`src/rtl/core/thp_pkg.sv`:
```
// Shared types, register codes and shift helpers for the sensor compensation block.
// No dependencies; every module of the block imports this package.
package thp_pkg;

	typedef struct packed {
		logic [19:0] raw_pressure;
		logic [19:0] raw_temperature;
		logic [15:0] raw_humidity;
	} in_item_t;

	typedef struct packed {
		logic signed [31:0] temperature_centideg;
		logic [31:0]        pressure_pascal;
		logic [14:0]        humidity_rh256;
		logic               pressure_invalid;
	} out_item_t;

	typedef struct packed {
		logic [47:0] temp;
		logic [63:0] press_a;
		logic [63:0] press_b;
		logic [15:0] press_c;
		logic [63:0] hum;
	} cal_t;

	localparam int CfgIdxW = 3;

	typedef enum logic [CfgIdxW-1:0] {
		CFG_TEMP    = 3'd0,
		CFG_PRESS_A = 3'd1,
		CFG_PRESS_B = 3'd2,
		CFG_PRESS_C = 3'd3,
		CFG_HUM     = 3'd4
	} cfg_idx_t;

	// sequencer steps of the back end
	typedef enum logic [4:0] {
		ST_IDLE, T_A, T_B, T_C,
		P_S, P_V2, P_V5, P_U, P_V2B, P_V1, P_D, P_DIV, P_Q9, P_Q9B, P_Q8,
		H_X, H_Y, H_Z, H_W, H_W2, H_V, H_SQ, H_H1, ST_OUT
	} step_t;

	localparam logic [31:0] HumClamp = 32'd419430400;

	function automatic logic [31:0] asr32(input logic [31:0] x, input logic [5:0] n);
		return $unsigned($signed(x) >>> n);
	endfunction

	function automatic logic [63:0] asr64(input logic [63:0] x, input logic [6:0] n);
		return $unsigned($signed(x) >>> n);
	endfunction

	function automatic logic [63:0] sx16(input logic [15:0] x);
		return {{48{x[15]}}, x};
	endfunction

endpackage

```
`src/rtl/core/thp_front.sv`:
```
// Front end: accepts input items into a two-entry queue for the back end.
// Depends on thp_pkg.
module thp_front (
	input  logic              clk,
	input  logic              arst_n,
	input  logic              in_valid,
	output logic              in_ready,
	input  thp_pkg::in_item_t in_item,
	output logic              q_valid,
	input  logic              q_pop,
	output thp_pkg::in_item_t q_item
);
	import thp_pkg::*;

	in_item_t   mem_q [2];
	logic       wp_q, rp_q;
	logic [1:0] cnt_q;
	logic       push;

	assign in_ready = (cnt_q != 2'd2);
	assign push     = in_valid && in_ready;
	assign q_valid  = (cnt_q != 2'd0);
	assign q_item   = mem_q[rp_q];

	always_ff @(posedge clk) begin
		if (push) mem_q[wp_q] <= in_item;
	end

	always_ff @(posedge clk or negedge arst_n) begin
		if (!arst_n) begin
			wp_q  <= 1'b0;
			rp_q  <= 1'b0;
			cnt_q <= 2'd0;
		end else begin
			if (push) wp_q <= ~wp_q;
			if (q_pop) rp_q <= ~rp_q;
			cnt_q <= cnt_q + 2'(push) - 2'(q_pop);
		end
	end
endmodule

```
`config.mk`:
```
export PLATFORM = sky130hd
export DESIGN_NAME = thp_front
export DESIGN_NICKNAME = d
export VERILOG_FILES = /design/src/rtl/core/thp_pkg.sv /design/src/rtl/core/thp_front.sv
export SDC_FILE = /design/constraint.sdc
export NUM_CORES = 1
export LEC_CHECK = 0
export BUFFER_PORTS_ARGS = -buffer_cell sky130_fd_sc_hd__buf_2
export CAP_MARGIN = 0
export CORE_UTILIZATION = 47
export DETAILED_ROUTE_END_ITERATION = 10
export PLACE_DENSITY = 0.77
export SETUP_SLACK_MARGIN = 0.15
export SYNTH_ARGS = -nofsm -noshare
export SYNTH_HDL_FRONTEND = slang
export SYNTH_SLANG_ARGS = --single-unit
```
`constraint.sdc`:
```
create_clock -name clk -period 3.3 [get_ports clk]
set_clock_uncertainty 0.15 [all_clocks]
set_input_delay 0.495 -clock clk [delete_from_list [all_inputs] [get_ports clk]]
set_output_delay 0.495 -clock clk [all_outputs]
set_load 0.01 [all_outputs]
```
Word level (Yosys, flattened, before mapping)

Memories as Yosys holds them, arrays and structs flattened.
Cells that the tools add are included.

Bits in registers: 4
Bits in writable memories: 112
Word-level logic and storage cells: 13
Memories kept: 1

Add/subtract/negate cells: 2
Equality and inequality tests: 1
Multiplexer cells: 2
Bitwise operators: 2
Reductions and logical operators: 2

Memories:

| name  | words | bits a word | rd ports | clocked after Yosys merged registers in | write ports | line            | text |
|---|---|---|---|---|---|---|---|
| mem_q | 2     | 56          | 1        | 0                                       | 1           | thp_front.sv:15 | `in_item_t mem_q [2];` |

Operator list:

| operator                                      | count |
|---|---|
| 2-bit by 1-bit adder with 2-bit output        | 1 |
| 1-bit 2-to-1 mux                              | 2 |
| 2-bit inequality test (second input constant) | 1 |
| 1-bit NOT                                     | 2 |
| 2-bit nonzero test                            | 1 |
| 2-bit by 1-bit subtractor with 2-bit output   | 1 |
| 1-bit logical AND                             | 1 |

Depth between registers and ports, before layout

Depth in word-level cells: 4
Depth in mapped cells: 5

Least setup slack after synthesis

No wires, ideal clock.

Path kind: reg2reg
Start: register cnt_q[0]
End: memory mem_q[0][0] in the netlist's numbering (enable)
Setup time: 470 ps
Arrival time: 3031 ps
Data required time: 2680 ps
Setup slack: -351 ps
Cell stages (with the launch flop): 4
Clock period less this slack: 3651 ps
Cells stage by stage: dfrtp_1 -> nand2b_1 -> nand2_1 -> nor2_1

Cells in the longest elaborated chain, start to end: 4

Ends and longest elaborated chain:

| what                                   | line            | text |
|---|---|---|
| start: declaration                     | thp_front.sv:17 | `logic [1:0] cnt_q;` |
| start signal: assignment               | thp_front.sv:37 | `cnt_q <= cnt_q + 2'(push) - 2'(q_pop);` |
| 2-bit inequality test                  | thp_front.sv:20 | `assign in_ready = (cnt_q != 2'd2);` |
| via in_ready                           | thp_front.sv:7  | `output logic in_ready,` |
| 1-bit logical AND                      | thp_front.sv:21 | `assign push = in_valid && in_ready;` |
| 1-bit 2-to-1 mux                       | thp_front.sv:26 | `if (push) mem_q[wp_q] <= in_item;` |
| 1-bit 2-to-1 mux (not written as such) | thp_front.sv:26 |  |
| end: declaration                       | thp_front.sv:15 |  |

The timed path passes the listed nets, and every way through them passes these cells.

==> out/qor.csv <==
metric;value;unit
status;finished with violations;
violations;DRC;
port_buffers;117;
dpl.hpwl;4540;µm
route.met2.wl;3560;µm
cts_resized;0;
synth_ff_type;edfxtp_1;
setup_tns;0;ns
start_util;49.3;%
fmax;370;MHz
criticalPathCategory;reg -> out;
grt_pass1_vias;2307;
worst_hold_path_type;in -> reg;
required;2.65;ns
grt_max_degree;37;
syn_to_final_growth;32.0;%
nets;387;
synth.most_common_cell;edfxtp_1;
ant_nets;0;
num_vias;2212;
ir_drop;453;µV
place_ws;1.07;ns
gp_congestion;0.637;
regArea;3470;µm²
wl_met1;3000;µm
die_w;98.3;µm
yosysTopAreaCellShare;77.2;%
clock_tree.buffer_depth;2;
n_fill_cell;639;
die_area;9660;µm²
synth_nets;252;
rsz0062_at_grt;no;
worstMarginPinSlew;0.542;ns
r2r_start;cnt_q[0];
met3WireLength;475;µm
power.leakage;2.28;nW
wl;7120;µm
multi_input_area;848;µm²
cp-start-kind;flop;
wire_per_inst;15.9;µm
drv_slew;0;
path_max_fanout;33;
grt.total_usage;15.7;%
synth-edff-count;112;
path_clk_slew;0.06;ns
dr.pass1.iters;10;
rows;34;
hold_path_depth;1;
grt-ovfl-total;0;
route.detailed.drc;7;
synthCells;191;
cts_tree;done;
post-route-min-period;2.70;ns
worstPathArrival;2.06;ns
worst_setup_path_end_kind;output pin;
ys_types;17;
post_cts_buffers;0;
ys_seq_area_share;79.5;%
synth_top_cells_by_area;edfxtp_1 77%, mux2_4 10%, mux2_2 6.7%;
period_share;81.8;%
coreArea;8850;µm²
antenna_cells;0;
design_area;5750;µm²
antenna_found_initial;0;
holdCritStartpoint;in_item[52];
hold_slack;0.0363;ns
r2r_slack;1.41;ns
cp-startpoint;rp_q;
synthesis.area;4360;µm²
cts_sinks;116;
relSlewSlack;63.9;%
fin_ws;0.600;ns
drive_gt1_share;61.9;%
grt_pass1_wl;11200;µm
h-tree-depth;4;
reg2reg_depth;3;
place_area;5090;µm²
hold_end;mem_q[0][52];
avgViaCountPerCell;4.95;
async_flop_share;3.45;%
ys_ff_latch;116;
yosys.area.top_type;edfxtp_1;
cts_hold_buf;1;
hold_violations;0;
ys_top_cells_by_count;112 x edfxtp_1, 30 x mux2_4, 26 x mux2_2;
setup_viol;0;
avgSynthCellArea;22.8;µm²
die_height;98.3;µm
clock_latency;0.49;ns
drt_iter0_markers;113;
r2r_end;mem_q[1][51];
p_per_area;973;nW/µm²
max_cap_violations;0;
synth.yosys.warnings;0;
pin_count;118;
cts_made_buffers;17;
cts-root-buf;clkbuf_8;
dr.max_layer_used;met4;
==> per-stage QoR <==
stage	std cells	total power, mW	utilization (%)
after floorplan	191	3.16	-
after global placement	414	3.64	57.5
after detailed placement	414	3.67	57.5
after CTS	447	5.68	65.0
after global routing	447	5.84	65.0
final	447	5.59	65.0
==> cells by family (layout without fill, tap and decap cells) <==
logic type	count (synthesis)	in the layout	synth area share (%)
AOI/OAI and AO/OA	2	2	0.344
muxes	56	56	17.1
buffers and inverters	6	154	1.26
adders and majority gates	1	1	0.287
DFF	116	116	79.5
xor gates and xnor gates	4	4	0.804
and+or+nand+nor	6	6	0.775
==> layout make-up <==
class                           instances  area share [%]
Timing Repair Buffer                  122            11.3
Clock buffer                           17            7.20
Tap cell                              108            2.35
Sequential cell                       116            60.3
Multi-Input combinational cell         69            14.7
Clock inverter                         15            4.11
==> how the worst max path moves through the flow <==
stage,endpoint,slack (ns),depth (start not counted)
4_1_cts,q_item[55],0.53,3
3_3_place_gp,q_item[55],1.08,3
5_1_grt,q_item[55],0.50,3
6_report,q_item[55],0.60,3
2_1_floorplan,mem_q[0][0],0.58,3
3_5_place_dp,q_item[55],1.07,3
==> cell usage in the layout, fill, tap and decap left out, drive strengths merged <==
cell type    count
and3             1
dfrtp            4
dlygate4sd3      1
clkinv           6
buf            121
mux2            56
xnor2            3
nand2b           1
nand2            1
or2              1
nor3b            1
a21oi            1
a21bo            1
clkbuf          17
xor2             1
bufinv           6
clkinvlp         3
nor2             1
edfxtp         112
ha               1
==> report_power, final <==
| group | total [mW] | switching [mW] | internal [mW] |
|---|---|---|---|
| clock network | 1.98 | 0.615 | 1.37 |
| logic | 1.42 | 0.677 | 0.742 |
| registers | 2.19 | 0.170 | 2.02 |
==> flip-flops by register name, indices dropped and copies added, names as in the netlist <==
name	cells
mem_q	112
wp_q	1
rp_q	1
cnt_q	2
==> per-layer routing <==
layer / up-vias / GRT usage (%)
met5: - / 0
met4: 0 / 6.54
met3: 9 / 5.80
met2: 88 / 26.1
met1: 1083 / 18.5
li1: 1032 / -
==> worst max-delay path, stage by stage (launching register included) <==
cell and delay [ns]:
dfrtp_4 0.73, buf_12 0.28, mux2_2 0.37, buf_2 0.14
(Power assumes the default switching activity.)
